--- config.mk ---
export PLATFORM = sky130hd
export DESIGN_NAME = profile_turn_point_direction_coder_core
export DESIGN_NICKNAME = d
export VERILOG_FILES = /design/src/hw/rtl/ptpdc_pkg.sv /design/src/hw/rtl/ptpdc_keypoint.sv /design/src/hw/rtl/ptpdc_result_fifo.sv /design/src/hw/rtl/profile_turn_point_direction_coder_core.sv
export SDC_FILE = /design/constraint.sdc
export NUM_CORES = 1
export LEC_CHECK = 0
export BUFFER_PORTS_ARGS = -buffer_cell sky130_fd_sc_hd__buf_2
export CAP_MARGIN = 20
export CORE_UTILIZATION = 45
export CTS_CLUSTER_DIAMETER = 80
export DETAILED_ROUTE_END_ITERATION = 10
export PLACE_DENSITY_LB_ADDON = 0.12
export REMOVE_ABC_BUFFERS = 1
export SLEW_MARGIN = 20
export SYNTH_ARGS = -nofsm -noshare
export SYNTH_HDL_FRONTEND = slang
export SYNTH_HIERARCHICAL = 1
export SYNTH_SLANG_ARGS = --single-unit
--- constraint.sdc ---
create_clock -name clk -period 16.5 [get_ports clk]
set_input_delay 1.65 -clock clk [delete_from_list [all_inputs] [get_ports clk]]
set_output_delay 1.65 -clock clk [all_outputs]
set_load 0.02 [all_outputs]
--- src/hw/rtl/ptpdc_pkg.sv ---
// Shared types, constants and the direction binning function of the
// profile turn-point direction coder. No dependencies.
package ptpdc_pkg;

    localparam int COORD_W = 8;
    localparam int DIFF_W  = COORD_W + 1;
    localparam int SLOPE_W = 10;
    localparam int CODE_W  = 3;
    localparam int SIDE_W  = 2;
    localparam int NEAR_LIMIT = 5;
    localparam logic signed [SLOPE_W-1:0] SLOPE_RESET = 10'sd99;

    localparam int ADDR_W = 3;
    localparam int DATA_W = 32;
    // Register index is taken from the word address bit.
    localparam logic REG_PROFILE_SIDE = 1'b0;

    localparam logic [SIDE_W-1:0] SIDE_RIGHT = 2'd3;

    localparam logic [CODE_W-1:0] CODE_STEEP_UP   = 3'd0;
    localparam logic [CODE_W-1:0] CODE_DIAG_UP    = 3'd1;
    localparam logic [CODE_W-1:0] CODE_SHALLOW_UP = 3'd2;
    localparam logic [CODE_W-1:0] CODE_FLAT       = 3'd3;
    localparam logic [CODE_W-1:0] CODE_SHALLOW_DN = 3'd4;
    localparam logic [CODE_W-1:0] CODE_DIAG_DN    = 3'd5;
    localparam logic [CODE_W-1:0] CODE_STEEP_DN   = 3'd6;
    localparam logic [CODE_W-1:0] CODE_VERT_DN    = 3'd7;

    localparam int QDEPTH = 4;
    localparam int QCNT_W = 3;

    typedef struct packed {
        logic [CODE_W-1:0]  code;
        logic [COORD_W-1:0] row;
        logic [COORD_W-1:0] col;
        logic               last;
    } result_t;

    typedef struct packed {
        logic    inner_vld;
        result_t inner;
        logic    close_vld;
        result_t close;
    } pair_t;

    // Bins the segment from (r0,c0) to (r1,c1) against tan 22.5, 45 and
    // 67.5 degrees using squared integer compares.
    function automatic logic [CODE_W-1:0] bin_angle(
        input logic [SIDE_W-1:0]  side,
        input logic [COORD_W-1:0] r0,
        input logic [COORD_W-1:0] c0,
        input logic [COORD_W-1:0] r1,
        input logic [COORD_W-1:0] c1
    );
        logic signed [DIFF_W-1:0] dr;
        logic signed [DIFF_W-1:0] dc;
        logic signed [DIFF_W-1:0] num;
        logic signed [DIFF_W-1:0] den;
        logic signed [DIFF_W-1:0] num_abs;
        logic signed [DIFF_W-1:0] den_abs;
        logic [COORD_W-1:0]       a;
        logic [COORD_W-1:0]       b;
        logic [COORD_W-1:0]       d;
        logic [COORD_W:0]         s;
        logic [2*COORD_W-1:0]     bsq;
        logic [2*COORD_W-1:0]     dsq;
        logic [2*COORD_W+1:0]     b2;
        logic [2*COORD_W+1:0]     dsq_x;
        logic [2*COORD_W+1:0]     ssq;
        logic                     pos;
        logic [CODE_W-1:0]        code;
        dr = $signed({1'b0, r1}) - $signed({1'b0, r0});
        dc = $signed({1'b0, c0}) - $signed({1'b0, c1});
        if (side[0] == 1'b0) begin
            num = dr;
            den = dc;
        end else begin
            num = dc;
            den = dr;
        end
        if (side == SIDE_RIGHT) begin
            num = -num;
        end
        pos     = (num > 0) == (den > 0);
        num_abs = (num < 0) ? -num : num;
        den_abs = (den < 0) ? -den : den;
        a       = num_abs[COORD_W-1:0];
        b       = den_abs[COORD_W-1:0];
        d       = (a > b) ? (a - b) : (b - a);
        s       = {1'b0, a} + {1'b0, b};
        bsq     = (2*COORD_W)'(b) * (2*COORD_W)'(b);
        dsq     = (2*COORD_W)'(d) * (2*COORD_W)'(d);
        ssq     = (2*COORD_W+2)'(s) * (2*COORD_W+2)'(s);
        b2      = {1'b0, bsq, 1'b0};
        dsq_x   = {2'b00, dsq};
        if (num == 0) begin
            code = CODE_FLAT;
        end else if (den == 0) begin
            code = CODE_STEEP_UP;
        end else if (pos) begin
            if (a > b && dsq_x > b2) begin
                code = CODE_STEEP_UP;
            end else if (a >= b) begin
                code = CODE_DIAG_UP;
            end else if (ssq > b2) begin
                code = CODE_SHALLOW_UP;
            end else begin
                code = CODE_FLAT;
            end
        end else begin
            if (ssq < b2) begin
                code = CODE_SHALLOW_DN;
            end else if (a <= b) begin
                code = CODE_DIAG_DN;
            end else if (dsq_x < b2) begin
                code = CODE_STEEP_DN;
            end else begin
                code = CODE_VERT_DN;
            end
        end
        return code;
    endfunction

endpackage

--- src/hw/rtl/ptpdc_keypoint.sv ---
// Keypoint decision and profile state: point window, held keypoint and
// last accepted slope pair. Depends on ptpdc_pkg.
module ptpdc_keypoint (
    input  logic                          clk,
    input  logic                          rst_n,
    input  logic                          fire,
    input  logic [ptpdc_pkg::COORD_W-1:0] row,
    input  logic [ptpdc_pkg::COORD_W-1:0] col,
    input  logic                          last,
    input  logic [ptpdc_pkg::SIDE_W-1:0]  side,
    output ptpdc_pkg::pair_t              results
);

    logic [ptpdc_pkg::COORD_W-1:0]        win_row_reg [3];
    logic [ptpdc_pkg::COORD_W-1:0]        win_col_reg [3];
    logic [1:0]                           seen_reg;
    logic [ptpdc_pkg::COORD_W-1:0]        key_row_reg;
    logic [ptpdc_pkg::COORD_W-1:0]        key_col_reg;
    logic signed [ptpdc_pkg::SLOPE_W-1:0] slope_a_reg;
    logic signed [ptpdc_pkg::SLOPE_W-1:0] slope_b_reg;

    logic [ptpdc_pkg::COORD_W-1:0]        p0, p1, p2;
    logic signed [ptpdc_pkg::DIFF_W-1:0]  s0, s1;
    logic signed [ptpdc_pkg::DIFF_W-1:0]  near_dr, near_dc;
    logic                                 same_dir;
    logic                                 near_key;
    logic                                 rep_slope;
    logic                                 inner_vld;
    logic [ptpdc_pkg::COORD_W-1:0]        mid_row, mid_col;

    always_comb
    begin
        p0 = side[0] ? win_col_reg[0] : win_row_reg[0];
        p1 = side[0] ? win_col_reg[1] : win_row_reg[1];
        p2 = side[0] ? win_col_reg[2] : win_row_reg[2];
        s0 = $signed({1'b0, p1}) - $signed({1'b0, p0});
        s1 = $signed({1'b0, p2}) - $signed({1'b0, p1});
        same_dir = (s0 > 0 && s1 > 0) || (s0 < 0 && s1 < 0) || (s0 == 0 && s1 == 0);
        near_dr = $signed({1'b0, win_row_reg[1]}) - $signed({1'b0, key_row_reg});
        near_dc = $signed({1'b0, win_col_reg[1]}) - $signed({1'b0, key_col_reg});
        near_key = (near_dr <= $signed(ptpdc_pkg::DIFF_W'(ptpdc_pkg::NEAR_LIMIT)))
                && (near_dc <= $signed(ptpdc_pkg::DIFF_W'(ptpdc_pkg::NEAR_LIMIT)));
        rep_slope = (slope_a_reg == ptpdc_pkg::SLOPE_W'(s0))
                 && (slope_b_reg == ptpdc_pkg::SLOPE_W'(s1));
        inner_vld = (seen_reg == 2'd3) && !same_dir && !near_key && !rep_slope;

        // The keypoint that the closing segment starts from.
        if (inner_vld) begin
            mid_row = win_row_reg[1];
            mid_col = win_col_reg[1];
        end else if (seen_reg == 2'd0) begin
            mid_row = row;
            mid_col = col;
        end else begin
            mid_row = key_row_reg;
            mid_col = key_col_reg;
        end

        results.inner_vld  = inner_vld;
        results.inner.code = ptpdc_pkg::bin_angle(side, key_row_reg, key_col_reg,
                                                  win_row_reg[1], win_col_reg[1]);
        results.inner.row  = win_row_reg[1];
        results.inner.col  = win_col_reg[1];
        results.inner.last = 1'b0;
        results.close_vld  = last;
        results.close.code = ptpdc_pkg::bin_angle(side, mid_row, mid_col, row, col);
        results.close.row  = row;
        results.close.col  = col;
        results.close.last = 1'b1;
    end

    always_ff @(posedge clk or negedge rst_n)
    begin
        if (!rst_n) begin
            for (int i = 0; i < 3; i++) begin
                win_row_reg[i] <= '0;
                win_col_reg[i] <= '0;
            end
            seen_reg    <= '0;
            key_row_reg <= '0;
            key_col_reg <= '0;
            slope_a_reg <= ptpdc_pkg::SLOPE_RESET;
            slope_b_reg <= ptpdc_pkg::SLOPE_RESET;
        end else if (fire) begin
            if (last) begin
                // The final point closes the profile and clears its state.
                for (int i = 0; i < 3; i++) begin
                    win_row_reg[i] <= '0;
                    win_col_reg[i] <= '0;
                end
                seen_reg    <= '0;
                key_row_reg <= '0;
                key_col_reg <= '0;
                slope_a_reg <= ptpdc_pkg::SLOPE_RESET;
                slope_b_reg <= ptpdc_pkg::SLOPE_RESET;
            end else begin
                win_row_reg[0] <= win_row_reg[1];
                win_row_reg[1] <= win_row_reg[2];
                win_row_reg[2] <= row;
                win_col_reg[0] <= win_col_reg[1];
                win_col_reg[1] <= win_col_reg[2];
                win_col_reg[2] <= col;
                if (seen_reg != 2'd3) begin
                    seen_reg <= seen_reg + 2'd1;
                end
                key_row_reg <= mid_row;
                key_col_reg <= mid_col;
                if (inner_vld) begin
                    slope_a_reg <= ptpdc_pkg::SLOPE_W'(s0);
                    slope_b_reg <= ptpdc_pkg::SLOPE_W'(s1);
                end
            end
        end
    end

endmodule

--- src/hw/rtl/ptpdc_result_fifo.sv ---
// Four-entry result queue that takes up to two results per cycle and
// presents its head from a register. Depends on ptpdc_pkg.
module ptpdc_result_fifo (
    input  logic              clk,
    input  logic              rst_n,
    input  logic              push,
    input  ptpdc_pkg::pair_t  push_data,
    input  logic              pop,
    output logic              head_valid,
    output ptpdc_pkg::result_t head,
    output logic              room
);

    ptpdc_pkg::result_t             slot_reg  [ptpdc_pkg::QDEPTH];
    ptpdc_pkg::result_t             slot_next [ptpdc_pkg::QDEPTH];
    logic [ptpdc_pkg::QCNT_W-1:0]   count_reg;
    logic [ptpdc_pkg::QCNT_W-1:0]   count_next;
    logic [ptpdc_pkg::QCNT_W-1:0]   base;
    logic [ptpdc_pkg::QCNT_W-1:0]   n_push;

    always_comb
    begin
        base   = count_reg - ptpdc_pkg::QCNT_W'(pop);
        n_push = '0;
        if (push) begin
            n_push = ptpdc_pkg::QCNT_W'(push_data.inner_vld)
                   + ptpdc_pkg::QCNT_W'(push_data.close_vld);
        end
        for (int i = 0; i < ptpdc_pkg::QDEPTH; i++) begin
            if (pop && i < ptpdc_pkg::QDEPTH - 1) begin
                slot_next[i] = slot_reg[i+1];
            end else begin
                slot_next[i] = slot_reg[i];
            end
            if (push) begin
                if (push_data.inner_vld) begin
                    if (ptpdc_pkg::QCNT_W'(i) == base) begin
                        slot_next[i] = push_data.inner;
                    end else if (ptpdc_pkg::QCNT_W'(i) == base + 3'd1
                                 && push_data.close_vld) begin
                        slot_next[i] = push_data.close;
                    end
                end else if (push_data.close_vld && ptpdc_pkg::QCNT_W'(i) == base) begin
                    slot_next[i] = push_data.close;
                end
            end
        end
        count_next = base + n_push;
    end

    always_ff @(posedge clk or negedge rst_n)
    begin
        if (!rst_n) begin
            count_reg <= '0;
        end else begin
            count_reg <= count_next;
        end
    end

    always_ff @(posedge clk)
    begin
        for (int i = 0; i < ptpdc_pkg::QDEPTH; i++) begin
            slot_reg[i] <= slot_next[i];
        end
    end

    assign head_valid = (count_reg != '0);
    assign head       = slot_reg[0];
    // Space for two results even if nothing leaves this cycle.
    assign room       = (count_reg <= ptpdc_pkg::QCNT_W'(ptpdc_pkg::QDEPTH - 2));

endmodule

--- src/hw/rtl/profile_turn_point_direction_coder_core.sv ---
// Top level of the profile turn-point direction coder: input register,
// profile_side register, keypoint logic and result queue.
// Depends on ptpdc_pkg, ptpdc_keypoint and ptpdc_result_fifo.
//
//  channel  | valid / stall             | payload
//  ---------+---------------------------+-------------------------------------
//  point    | point_valid / point_stall | point_row, point_col, last_point
//  code     | code_valid / code_stall   | direction_code, key_row, key_col,
//           |                           | last_segment
//  config   | APB psel/penable/pwrite   | paddr, pwdata, prdata (profile_side)
//
// One point beat per cycle is sustained while the result queue has room; an
// accepted point waits in the input register until the queue takes its
// results, which leave from the queue head register. A final point may give
// two result beats. Reset clears the profile state, the queue and profile_side.
// point_stall rises only while the input register is held because the
// four-entry result queue cannot take two more results.
module profile_turn_point_direction_coder_core (
    input  logic                                clk,
    input  logic                                rst_n,
    input  logic                                point_valid,
    output logic                                point_stall,
    input  logic [ptpdc_pkg::COORD_W-1:0]       point_row,
    input  logic [ptpdc_pkg::COORD_W-1:0]       point_col,
    input  logic                                last_point,
    output logic                                code_valid,
    input  logic                                code_stall,
    output logic [ptpdc_pkg::CODE_W-1:0]        direction_code,
    output logic [ptpdc_pkg::COORD_W-1:0]       key_row,
    output logic [ptpdc_pkg::COORD_W-1:0]       key_col,
    output logic                                last_segment,
    input  logic                                psel,
    input  logic                                penable,
    input  logic                                pwrite,
    input  logic [ptpdc_pkg::ADDR_W-1:0]        paddr,
    input  logic [ptpdc_pkg::DATA_W-1:0]        pwdata,
    output logic [ptpdc_pkg::DATA_W-1:0]        prdata,
    output logic                                pready
);

    logic                            pt_full_reg;
    logic                            pt_full_next;
    logic [ptpdc_pkg::COORD_W-1:0]   pt_row_reg;
    logic [ptpdc_pkg::COORD_W-1:0]   pt_col_reg;
    logic                            pt_last_reg;
    logic [ptpdc_pkg::SIDE_W-1:0]    side_reg;
    logic                            accept;
    logic                            advance;
    logic                            room;
    logic                            pop;
    ptpdc_pkg::pair_t                results;
    ptpdc_pkg::result_t              head;

    assign advance      = pt_full_reg && room;
    assign point_stall  = pt_full_reg && !room;
    assign accept       = point_valid && !point_stall;
    assign pt_full_next = accept ? 1'b1 : (advance ? 1'b0 : pt_full_reg);
    assign pop          = code_valid && !code_stall;

    always_ff @(posedge clk or negedge rst_n)
    begin
        if (!rst_n) begin
            pt_full_reg <= 1'b0;
        end else begin
            pt_full_reg <= pt_full_next;
        end
    end

    always_ff @(posedge clk)
    begin
        if (accept) begin
            pt_row_reg  <= point_row;
            pt_col_reg  <= point_col;
            pt_last_reg <= last_point;
        end
    end

    always_ff @(posedge clk or negedge rst_n)
    begin
        if (!rst_n) begin
            side_reg <= '0;
        end else if (psel && penable && pwrite && pready
                     && paddr[2] == ptpdc_pkg::REG_PROFILE_SIDE) begin
            side_reg <= pwdata[ptpdc_pkg::SIDE_W-1:0];
        end
    end

    assign pready = 1'b1;
    assign prdata = (paddr[2] == ptpdc_pkg::REG_PROFILE_SIDE)
                  ? {{(ptpdc_pkg::DATA_W - ptpdc_pkg::SIDE_W){1'b0}}, side_reg}
                  : '0;

    ptpdc_keypoint u_keypoint (
        .clk     (clk),
        .rst_n   (rst_n),
        .fire    (advance),
        .row     (pt_row_reg),
        .col     (pt_col_reg),
        .last    (pt_last_reg),
        .side    (side_reg),
        .results (results)
    );

    ptpdc_result_fifo u_fifo (
        .clk        (clk),
        .rst_n      (rst_n),
        .push       (advance),
        .push_data  (results),
        .pop        (pop),
        .head_valid (code_valid),
        .head       (head),
        .room       (room)
    );

    assign direction_code = head.code;
    assign key_row        = head.row;
    assign key_col        = head.col;
    assign last_segment   = head.last;

endmodule

Word level (Yosys, flattened, before mapping)
Memories as Yosys holds them, arrays and structs flattened.
Index checks and enable logic that the tools add are counted.
Cells by class
  bitwise logic cells: 1
  equal/unequal tests: 13
  add/sub/neg operators: 24
  $mul: 6
  shift operators: 0
  muxes and demuxes: 74
  reduce and logical (&&, ||, !) cells: 48
  order comparisons: 29
  div/mod/pow operators: 0
Operators with widths (count)
  $mux 20: 23
  $logic_not 32->1: 6
  $mux 8: 15
  $mul 8x8->16: 4
  $sub 8x8->9: 7
  $gt 9x1->1 const B: 6
  $lt 9x1->1 const B: 6
  $mux 9: 6
  $mux 24: 2
  $mux 3: 15
  $mux 10: 4
  $gt 18x17->1: 2
  $lt 18x17->1: 2
  $mul 9x9->18: 2
  $gt 16x17->1: 2
  $lt 16x17->1: 2
  $neg 8->8: 4
  $sub 8x8->8: 4
  $logic_and 1x1->1: 25
  $eq 10x9->1: 2
  $add 8x8->9: 2
  $le 9x4->1 const B: 2
  $neg 9->9: 2
  $ge 8x8->1: 2
  23 further kinds: 48
Storage, ports and cells
  memory bits (writable): 80
  output and inout port bits: 55
  word-level logic and storage cells: 213
  register bits after elaboration: 109
  bits in latches: 0
  input bits: 59
  memory bits (read-only): 0
  memories kept: 1
Memories
  u_fifo.slot_reg: words 4, bits a word 20, rd ports 4, clocked after memory_dff 0, write ports 4, RTL line ptpdc_result_fifo.sv:14  | ptpdc_pkg::result_t slot_reg [ptpdc_pkg::QDEPTH];

Logic depth before layout (Yosys ltp)
Gate-level depths: netlist of run 1.
  depth in word-level cells: 31
  gate-level depth with buffers: 77
  gate-level depth less buffers: 69

Modules after synthesis
The synthesis of run 1 kept the hierarchy.
Modules (own cells, without submodules)
  ptpdc_keypoint: sequential area each 2112.0 um^2, area each 22074.9 um^2, instances 1, cells an instance 2704
  ptpdc_result_fifo: sequential area each 1876.8 um^2, area each 5106.1 um^2, instances 1, cells an instance 507
  profile_turn_point_direction_coder_core: sequential area each 585.6 um^2, area each 932.1 um^2, instances 1, cells an instance 64

Worst setup path before layout of run 1
OpenSTA, ideal clock, no wires.
  kind: reg2reg
  from: register side_reg[0] (netlist bit)
  to: memory u_fifo/slot_reg[3][17] (netlist bit), data pin
  stages on the path, launching flop included: 73
  arrival time: 16.032 ns
  buffers on the path: 10
  required time: 16.240 ns
  library setup time: 0.260 ns
  setup slack: 0.208 ns
  clock period less this slack: 16.292 ns
  cell sequence: dfrtp_1 -> buf_4 -> clkbuf_1 -> buf_2 -> buf_2 -> buf_1 -> buf_1 -> buf_1 -> mux2i_1 -> inv_1 -> fa_1 -> a21o_1 -> a21o_1 -> a2111oi_2 -> a211oi_1 -> or4_1 -> a211oi_2 -> xnor2_1 -> [37 not listed] -> inv_1 -> o21ai_0 -> a21oi_1 -> nor2b_1 -> o21a_1 -> nor2_1 -> xnor2_1 -> ha_1 -> and4_1 -> nand4_1 -> o21ai_0 -> a2111oi_0 -> o31a_1 -> o21ai_0 -> o211a_1 -> nand4b_1 -> o22a_1 -> mux2_2
RTL lines
  start, declared: RTL line profile_turn_point_direction_coder_core.sv:46  | logic [ptpdc_pkg::SIDE_W-1:0] side_reg;
  start signal, assigned: RTL line profile_turn_point_direction_coder_core.sv:84  | side_reg <= pwdata[ptpdc_pkg::SIDE_W-1:0];
  end, declared: RTL line ptpdc_result_fifo.sv:14

==> results of run 1 <==
-- cells in the final DEF (no fill, tap or decap), types with 19 or more instances in the layout --
master,count
inv_1,417
ha_1,354
nor2_1,283
nand2_1,198
fa_1,183
a21oi_1,140
o21ai_0,126
xnor2_1,118
mux2i_1,113
buf_4,84
dfrtp_1,81
xor2_1,75
mux2_2,71
nor2b_1,67
dfxtp_1,60
nand3_1,53
buf_2,49
a21o_1,47
nor3_1,47
nand2b_1,44
edfxtp_1,37
a31oi_1,34
o31ai_1,34
conb_1,33
o221a_2,29
o21a_1,26
a31o_2,24
o2111ai_1,22
a22o_1,20
or2_2,19
o22ai_1,19
o21bai_1,19
-- how the worst max path moves through the flow --
stage | slack (ns) | depth (start not counted) | to | start
6_report | 0.92 | 66 | u_fifo/slot_reg[3][17] | side_reg[0]
5_1_grt | -0.16 | 65 | u_fifo/slot_reg[3][17] | side_reg[0]
4_1_cts | 0.1 | 64 | u_fifo/slot_reg[3][17] | side_reg[0]
3_5_place_dp | -0.01 | 62 | u_fifo/slot_reg[3][17] | side_reg[0]
3_3_place_gp | 0.04 | 64 | u_fifo/slot_reg[3][17] | side_reg[0]
2_1_floorplan | -1.10 | 63 | u_fifo/slot_reg[3][17] | side_reg[0]
-- cells by family after synthesis --
kind of cell | count (synthesis) | share of synthesized area (%)
compound gates | 727 | 18.3
xor+xnor | 197 | 6.28
fa+ha+maj | 538 | 28.8
buf+inv | 615 | 9.32
flops | 187 | 16.3
mux | 191 | 7.20
other cells | 4 | 0.0534
simple gates | 816 | 13.8
-- worst max-delay path, delay by kind of cell (launching register included) --
| family | cells | cell delay [ns] |
|---|---|---|
| AO/OA/AOI/OAI | 28 | 5.76 |
| adder cells (fa/ha/maj) | 11 | 4.37 |
| AND/OR/NAND/NOR | 14 | 2.78 |
| buffers and inverters | 7 | 0.80 |
| flip-flops | 1 | 0.56 |
| XOR/XNOR | 4 | 0.56 |
| multiplexers | 2 | 0.47 |
-- final cells by class --
class                   instances  share of cell area [%]
clock inverters                11                   0.427
clock buffers                  21                    1.58
flip-flops and latches        187                    15.3
inverters                     421                    5.30
repair buffers                135                    3.07
well taps                     837                    3.51
multi-input cells            2502                    70.8
-- layer usage --
layer	global-route usage [%]	up-vias	share of wire, %
li1	-	11200	-
met3	2.01	91	3.9
met5	0	-	0
met4	6.68	0	2.3
met1	32.1	11400	45
met2	42.1	542	49
-- metrics by stage --
stage	setup slack (ns)	hold WS (ns)	cells	cell area, µm²
3_3_place_gp	0.0382	0.460	4081	29200
5_1_grt	-0.156	0.514	4114	29900
6_report	0.924	0.483	4114	29900
2_1_floorplan	-1.10	0.443	3110	27200
4_1_cts	0.0992	0.482	4113	29800
3_5_place_dp	-0.0107	0.465	4081	29200
-- timing repair --
item,in CTS,in global routing
pin swaps,0,2
endpoints found under the setup margin,4,8
hold endpoints to repair,0,0
gates resized for setup,1,23
setup buffers,0,1
gates cloned,0,0
==> results.md, run 1 <==
Worst setup path:
- In this run the register-to-register setup slack is 0.92 ns.
- For this run, the slowest stage of the critical path takes ~0.57 ns.
- In this run the critical register-to-register path is captured at u_fifo/slot_reg[3][17].
- The worst setup path is launched from a flip-flop.
- The largest driver fanout on the critical path is 16.
- The startpoint identified for the worst register-to-register timing path is side_reg[0].
- The category of the most critical setup path is reg -> reg.
- Data on the critical path arrives at its endpoint at 15.79 ns.
- Counting stages on the worst path, the most repeated cell is fa_1.
- Counting cells, the worst reg-to-reg path comes to 66.
- The cell with the biggest individual delay on the critical path is or4_1.
- Data on the critical path is required at its endpoint by approximately 17 ns.
- The endpoint kind of the worst setup timing path is a flip-flop.

STA:
- Setup total negative slack on the finished layout was measured at 0 ns.
- The minimum period implied by the final worst setup slack is 15.58 ns.
- The achievable clock frequency is 0.0642 GHz.
- Setup violations remaining at the end of the flow were counted as 0.
- The maximum clock skew at final layout is 0.0143 ns.
- The max-slew violation count is 0.
- The final-report hold violation count is 0.
- The relative max-transition margin is 18.1%.
- The transition time at the pin with the least slew margin is 1.22 ns.
- Setup repair after global routing could not meet its margin everywhere.
- After layout, the worst path uses 94.4% of the clock period.

CTS:
- The clock-pin slew reported for the worst setup and hold paths after clock tree synthesis is 0.08 ns.
- The H-tree depth is 4.
- The clock network latency to the later pin of the worst-skew pair is 0.46 ns.
- The number of sinks on the clock net is 187.
- The deepest clock path buffer count is 2.
- Counting the buffers created by CTS gives 17.
- The post-cts hold buffer count is 0.
- The root buffer cell chosen for the clock tree is clkbuf_16.
- The TritonCTS clock tree is done.

Hold path:
- The worst hold path passes through 2 cells.
- In this run the most critical hold path is launched from u_keypoint/win_col_reg[22].
- For hold timing, the worst endpoint is u_keypoint/win_col_reg[22].
- The path category of the worst min-delay check is reg -> reg.

Yosys:
- The synthesized design contains 37 enable-type register cells.
- The number of different library cells in the post-synthesis netlist is 103.
- For this run, the leading register cell type out of synthesis is dfrtp_1.
- By count the netlist is led by inv_1 (417), ha_1 (355), nor2_1 (283), nand2_1 (199), fa_1 (183).
- The synthesized area divided by synthesized cell count is 8.58 µm².
- In this run the cell area of the synthesized design comes to approximately 28000 µm².
- The share of flip-flops with an asynchronous set or reset is 48.1%.
- The number of warning messages in the yosys log is 6.
- The cell with the most instances after synthesis is inv_1.
- For this run, the register share of the synthesized area comes to about 16%.
- After synthesis, the cell types taking the most area are ha_1 (16%), fa_1 (13%), dfrtp_1 (7.3%).
- The proportion of netlist area held by the largest area contributor is 15.8%.
- The instance count of the mapped netlist is 3275.
- After synthesis the netlist holds a flip-flop and latch count of 187.
- The biggest area contributor in the post-synthesis netlist is ha_1.

Final layout:
- The count of nets after finishing is 3861.
- The sequential cell area in the final layout is roughly 4600 µm².
- The final cell utilization of the core is about half.
- The area growth from synthesis to layout is 6.21%.
- The number of filler instances in the final layout is 6072.
- Cells with a size suffix above 1 make up 11.3% of the layout.
- 0 antenna diodes ended up in the layout.
- The flip-flop count of the largest register after layout is 80.
- The area occupied by multi-input gates is 21100 µm².

Die:
- The starting density of the core is 45.6%.
- The width of the die is 252 µm.
- In this run the count of I/O pins placed on the die edge is approximately 110.
- The full die area is 63500 µm².
- The die is 252 µm tall.
- The area of the placeable core is 61700 µm².
- The number of placement rows is 91.

GRT:
- The pin count of the biggest net entering global routing is 76.
- The first global-routing pass estimated around 120000 µm of wire.
- The via count of the first global-routing pass was 23.1k.
- After global routing the overflow that remains totals 0.
- The initial antenna violation count is 0.
- The global router's overall resource usage is between 20 and 25%.

Drt:
- The number of vias per cell after detailed routing is 5.64.
- The iteration-0 DRC count of the detailed router is 1313.
- In this run the remaining antenna-violating nets after routing total 0.
- The DRC violation count after routing is 0.
- Detailed routing inserted a total of 23.2k vias.
- For this run, the detailed router's first-pass iteration total came to 5.
- The sum of routed wire length over all layers is 76800 µm.
- In the final routed layout, each cell accounts on average for 18.7 µm.

Placed design:
- The HPWL reported at the end of detailed placement is 59500 µm.
- At the end of routability-driven placement, the weighted congestion stood at between 0.8 and 0.9.
- The number of buffers inserted by port buffering is 50.

Status:
- The flow ran to the end, and the final reports show no timing, DRC or antenna violations.

Run:
- The reported max-cap violation count is 0.
Power of run 1 is left out: the tool's default activity adds up to more than one toggle a clock period on the data nets, which glitch-free logic cannot reach.
==> run 2: changes to the inputs <==
PLACE_DENSITY_LB_ADDON = 0.3   (was 0.12)
==> results.md, run 2 (same netlist as run 1, synthesis figures left out) <==
Status:
- The flow ran to the end, and the final reports show no timing, DRC or antenna violations.

Die:
- From left edge to right edge, the die measures 252 µm.
- Once the floorplan was initialized, standard cells occupied between 40% and 50% of the core.
- The number of I/O pins is 114.
- The die is 252 µm tall.
- The area of the placeable core is 61700 µm².
- The number of placement rows is 91.
- The die covers 63500 µm².

CTS:
- The clock-pin slew reported for the worst setup and hold paths after clock tree synthesis is 0.07 ns.
- TritonCTS created 17 clock buffers.
- The TritonCTS clock tree is done.
- The clock network latency to the later pin of the worst-skew pair is around 0.46 ns.
- The number of sinks on the clock net is around 190.
- The clock passes through at most 2 buffers.
- The cell sitting at the root of the clock tree is a clkbuf_16.
- The H-tree generated during clock tree synthesis spans 4 levels.
- For this design, the CTS-stage hold fixing added 0 buffers.

Drt:
- The number of search-and-repair iterations in the first detailed-routing pass is 5.
- The DRC violation count after routing is 0.
- The routed design has a little over 70000 µm of wire.
- Using the TritonRoute via totals, the vias-per-cell ratio works out to 5.60.
- The mean routed wirelength per cell is 17.7 µm.
- The count of nets left with antenna violations once routing finished came out at 0.
- Summing over every cut layer, the via total after detailed routing is about 23k.
- The iteration-0 DRC count of the detailed router is 1673.

GRT:
- met2 is the most crowded layer.
- After global routing the overflow that remains totals 0.
- The first global-routing pass estimated between 100000 and 150000 µm of wire.
- The global routing met1 resource utilization is 31.3%.
- For this run, global-route usage on met2 was measured as 37.7%.
- The met3 track utilization from global routing is 3.12%.
- Entering global routing, the biggest net connects 83 pins.
- Global routing used 23.0% of the available tracks.
- The initial antenna violation count is 1.
- The via count of the first global-routing pass is 22.2k.

Run:
- The reported max-cap violation count is 0.

STA:
- The maximum clock skew at final layout is 0.0137 ns.
- Headroom to the max-slew limit came out at 21.6%.
- After routing, the total negative slack on setup checks comes to 0 ns.
- Timing would allow up to 0.0639 GHz.
- The final-report hold violation count came to 0.
- Setup violations remaining at the end of the flow were counted as 0.
- The transition time at the pin with the least slew margin is roughly 1.2 ns.
- After layout, the minimum clock period comes to around 16 ns.
- The max-slew violation count is 0.
- After layout, the worst path uses 94.8% of the clock period.

Final layout:
- In the layout the commonest cells are inv_1 (417), ha_1 (354), nor2_1 (283).
- The commonest non-fill, non-tap cell in the layout is inv_1.
- The register with the most flip-flops in the layout has 80 of them.
- In the final layout, the share of cells above drive strength 1 is 10.9%.
- The final cell utilization of the core is around half.
- The final layout contains slightly below 4k nets.
- Compared with the post-synthesis result, the final layout area differs by 5.85%.

Placed design:
- Routability-driven placement finished with a final weighted congestion of between 0.9 and 1.
- The HPWL reported at the end of detailed placement is 55900 µm.
- The number of buffers inserted by port buffering is 50.

Hold path:
- The path category of the worst min-delay check is reg -> reg.
- The startpoint of the lowest-slack hold path is u_keypoint/win_col_reg[21].

Worst setup path:
- For the worst setup path, the data arrival time is 15.86 ns.
- Along the worst path, the maximum fanout reaches 16.
- The endpoint kind of the worst setup timing path is a flip-flop.
- The worst setup path is of the reg -> reg kind.
- The kind of start point of the critical path is a flip-flop.
- The largest stage delay on the critical path is 0.57 ns.
- Counting stages on the worst path, the most repeated cell is ha_1.
- On the critical path, the stage with the largest delay is an instance of or4_1.
- The startpoint of the most critical setup path is side_reg[0].
- For the worst setup path, the data required time is ~17 ns.
- In this run the critical register-to-register path is launched from side_reg[0].
==> run 2: changes by cell type in the layout (fill, tap and decap cells not counted), moves of 2 or more <==
cell      before  now
clkinv_1       1    4
a21boi_0       8   10
a21boi_1       3    1
inv_6          1    4
buf_4         84   76
nor2b_1       67   65
inv_8          3    0
==> run 2: path summary, 6_finish.rpt <==
| kind | end | slack, ns | cells past startpoint |
|---|---|---|---|
| worst max-delay path | u_fifo/slot_reg[3][17] | 0.85 | 63 |
| worst min-delay path | u_keypoint/win_col_reg[21] | 0.48 | 2 |
| worst min register to register | u_keypoint/win_col_reg[21] | 0.48 | 2 |
| min in group asynchronous | u_fifo/count_reg[0] | 1.06 | 1 |
| worst max register to register | u_fifo/slot_reg[3][17] | 0.85 | 63 |
| max in group asynchronous | side_reg[0] | 14.10 | 2 |
==> run 2: stage by stage <==
stage	hold WS, ns	cell area (µm²)	worst slack, ns	instances
floorplan	0.443	27200	-1.10	3110
global placement	0.461	29100	0.475	4072
detailed placement	0.468	29100	0.285	4072
CTS	0.482	29700	0.186	4104
global route	0.519	29800	-0.0517	4105
finish	0.480	29800	0.850	4106
==> run 2: critical path: cells and delay by family (launching register included) <==
family                     cells  cell delay, ns
muxes                          4            1.09
AOI/OAI and AO/OA             24            4.63
and+or+nand+nor               14            3.47
adders and majority gates      9            3.78
xor gates and xnor gates       4            0.68
buffers and inverters          8            1.19
DFF                            1            0.54
==> run 2: repair_timing <==
item / CTS / global route
setup endpoints to repair: 0 / 7
setup buffers: 0 / 1
resized for setup: 0 / 21
==> run 2: metal layers <==
metal	wire length (µm)	share of wire, %
met1	33200	46
met2	33500	46
met3	4120	5.7
met4	1930	2.7
met5	0	0
==> run 2: final cells by class <==
class,count,area [µm²]
antenna,1,2.50
clock buffer,19,433
clock inverter,13,139
fill,6123,32000
inverter,421,1580
multi-input combinational,2502,21100
sequential,187,4580
tap,837,1050
timing repair buffer,126,836
Power of run 2 is left out for the same reason.
==> run 3: changes to the inputs <==
CORE_UTILIZATION = 59   (was 45)
==> results.md, run 3 (same netlist as run 1, synthesis figures left out) <==
Drt:
- The DRC violation count after routing is 4.
- The via count is 24.0k.
- The number of search-and-repair iterations in the first detailed-routing pass is 11.
- The mean routed wirelength per cell is a little under 20 µm.
- In this run the remaining antenna-violating nets after routing total 0.
- Summed over all layers, the routed wires come to 75900 µm.
- The first routing iteration left between 2k and 3k violations.
- Dividing the detail-routed via count by the number of cells gives ~6.2.

STA:
- The maximum clock skew at final layout is 0.0218 ns.
- Measured against its own limit, the worst slew margin works out to 26.9%.
- The setup slack after layout is 0.738 ns.
- Adding up every negative setup slack in the final design gives 0 ns.
- Final hold analysis gives a worst-case slack of 0.486 ns.
- The transition time at the pin with the least slew margin is 1.10 ns.
- The final-report hold violation count is 0.
- Derived from the worst setup path, the maximum achievable clock frequency is 0.0634 GHz.
- Setup violations remaining at the end of the flow were counted as 0.
- The max-slew violation count came to 0.
- The ratio of final minimum period to clock period is between 90 and 100%.
- The minimum period implied by the final worst setup slack is 15.76 ns.

CTS:
- The clock-pin slew reported for the worst setup and hold paths after clock tree synthesis is 0.08 ns.
- CTS placed an instance of clkbuf_16 at the clock tree root.
- TritonCTS built the clock tree.
- At the later pin of the worst-skew pair, clock insertion delay measures 0.46 ns.
- In this run the deepest clock path goes through 2 buffers.
- The post-cts hold buffer count is 0.
- The number of sinks on the clock net is 187.
- The number of buffers created by CTS is 17.
- The clock tree synthesis step divided the H-tree into 4 levels.

Die:
- The width of the die is 220 µm.
- The number of I/O pins is 114.
- The total area inside the core boundary comes to 46800 µm².
- The chip height is 220 µm.
- In this run the core area contains 79 standard-cell rows.
- Once the floorplan was initialized, standard cells occupied 60.1% of the core.
- The full die area is about 49000 µm².

Run:
- The tool flagged a number of max-cap violations equal to 0.

GRT:
- Summed over all layers, the global routing overflow is 0.
- In the global route stage, overall resource usage came out at 31.3%.
- The wire length of the first global-routing pass is 121000 µm.
- The via count of the first global-routing pass is 23.9k.
- The initial antenna violation count is 1.
- Entering global routing, the biggest net connects 83 pins.

Worst setup path:
- The largest driver fanout on the critical path is 17.
- For the worst setup path, the data arrival time is 15.98 ns.
- At the worst endpoint, the required time is 16.72 ns.
- The worst setup path is captured at a flip-flop.
- The most frequent cell on the critical path is inv_1.
- The critical path is of the reg -> reg type.
- The largest individual stage delay along the critical path comes from the cell dfrtp_4.
- The kind of start point of the critical path is a flip-flop.
- For this run, the slowest stage of the critical path takes 0.59 ns.

Final layout:
- Cells fill between 60% and 70% of the core in the end.
- The synthesis-to-layout area growth is 4.90%.
- The commonest non-fill, non-tap cell in the layout is inv_1.
- The area occupied by multi-input gates is 21200 µm².
- The flip-flop count of the largest register after layout is 80.
- Of the cells placed in the final design, the portion with a size suffix greater than 1 is 11.2%.
- The sequential cells in the finished layout cover a total of approximately 4600 µm².
- The library cells used most frequently in the layout, excluding fill and tap cells, are inv_1 (415), ha_1 (353), nor2_1 (283).
- The filler cells instantiated in the layout total 4017.
- After the last flow step, the layout net total stands at 3846.

Hold path:
- The min-delay analysis places its worst path in the category reg -> reg.

Placed design:
- Routability-driven placement finished with a final weighted congestion of a little under 1.
- The minimum setup slack after placement is -0.0888 ns.
- The HPWL reported at the end of detailed placement is 58600 µm.
- During placement, the flow inserted port buffers numbering 50.

Status:
- The flow ran to the end, but the final reports show violations.
- The final reports fail on DRC.
run 3: cell types whose count changed in the layout (fill, tap and decap cells not counted), sizes merged:
cell and change:
buf -6, bufinv -2, clkbuf -1, clkinvlp -1
diode +1, inv +4
run 3: worst paths after layout:
check                                                 from                    endpoint  slack, ns  cells past startpoint
worst min register to register  u_keypoint/win_col_reg[23]  u_keypoint/win_col_reg[23]       0.49                      2
worst max register to register                 side_reg[0]      u_fifo/slot_reg[3][17]       0.74                     69
worst max-delay path                           side_reg[0]      u_fifo/slot_reg[3][17]       0.74                     69
max in group asynchronous                            rst_n                 side_reg[0]      14.07                      2
worst min-delay path            u_keypoint/win_col_reg[23]  u_keypoint/win_col_reg[23]       0.49                      2
min in group asynchronous                            rst_n                 pt_full_reg       1.12                      1
run 3: layout make-up:
type	instances	share of cell area, %
flip-flops and latches	187	15.5
inverters	421	5.38
clock buffers	18	1.46
diodes	2	0.0170
multi-input cells	2502	71.8
clock inverters	14	0.569
repair buffers	120	2.68
well taps	607	2.58
run 3: critical path: cells and delay by family, from the launching register on:
kind / cells / cell delay (ns)
fa+ha+maj: 10 / 3.88
mux: 3 / 0.82
buf+inv: 13 / 1.65
xor+xnor: 5 / 0.87
simple gates: 11 / 2.41
compound gates: 27 / 5.26
flops: 1 / 0.59
run 3: through the flow:
step	instances	instance area [µm²]
2_1_floorplan	3110	27200
3_3_place_gp	3829	28700
3_5_place_dp	3829	28700
4_1_cts	3861	29300
5_1_grt	3869	29500
6_report	3871	29500
run 3: repair_timing:
action,in CTS,in global routing
resized for setup,2,30
setup buffers,0,8
setup endpoints to repair,4,8
pin swaps,0,2
cloned,0,0
run 3: routing by layer:
metal	track usage (%)	part of all wire [%]
met5	0	0
met4	11.5	3.7
met3	3.84	6.7
met2	52.6	47
met1	41.3	42
Power of run 3 is left out for the same reason.
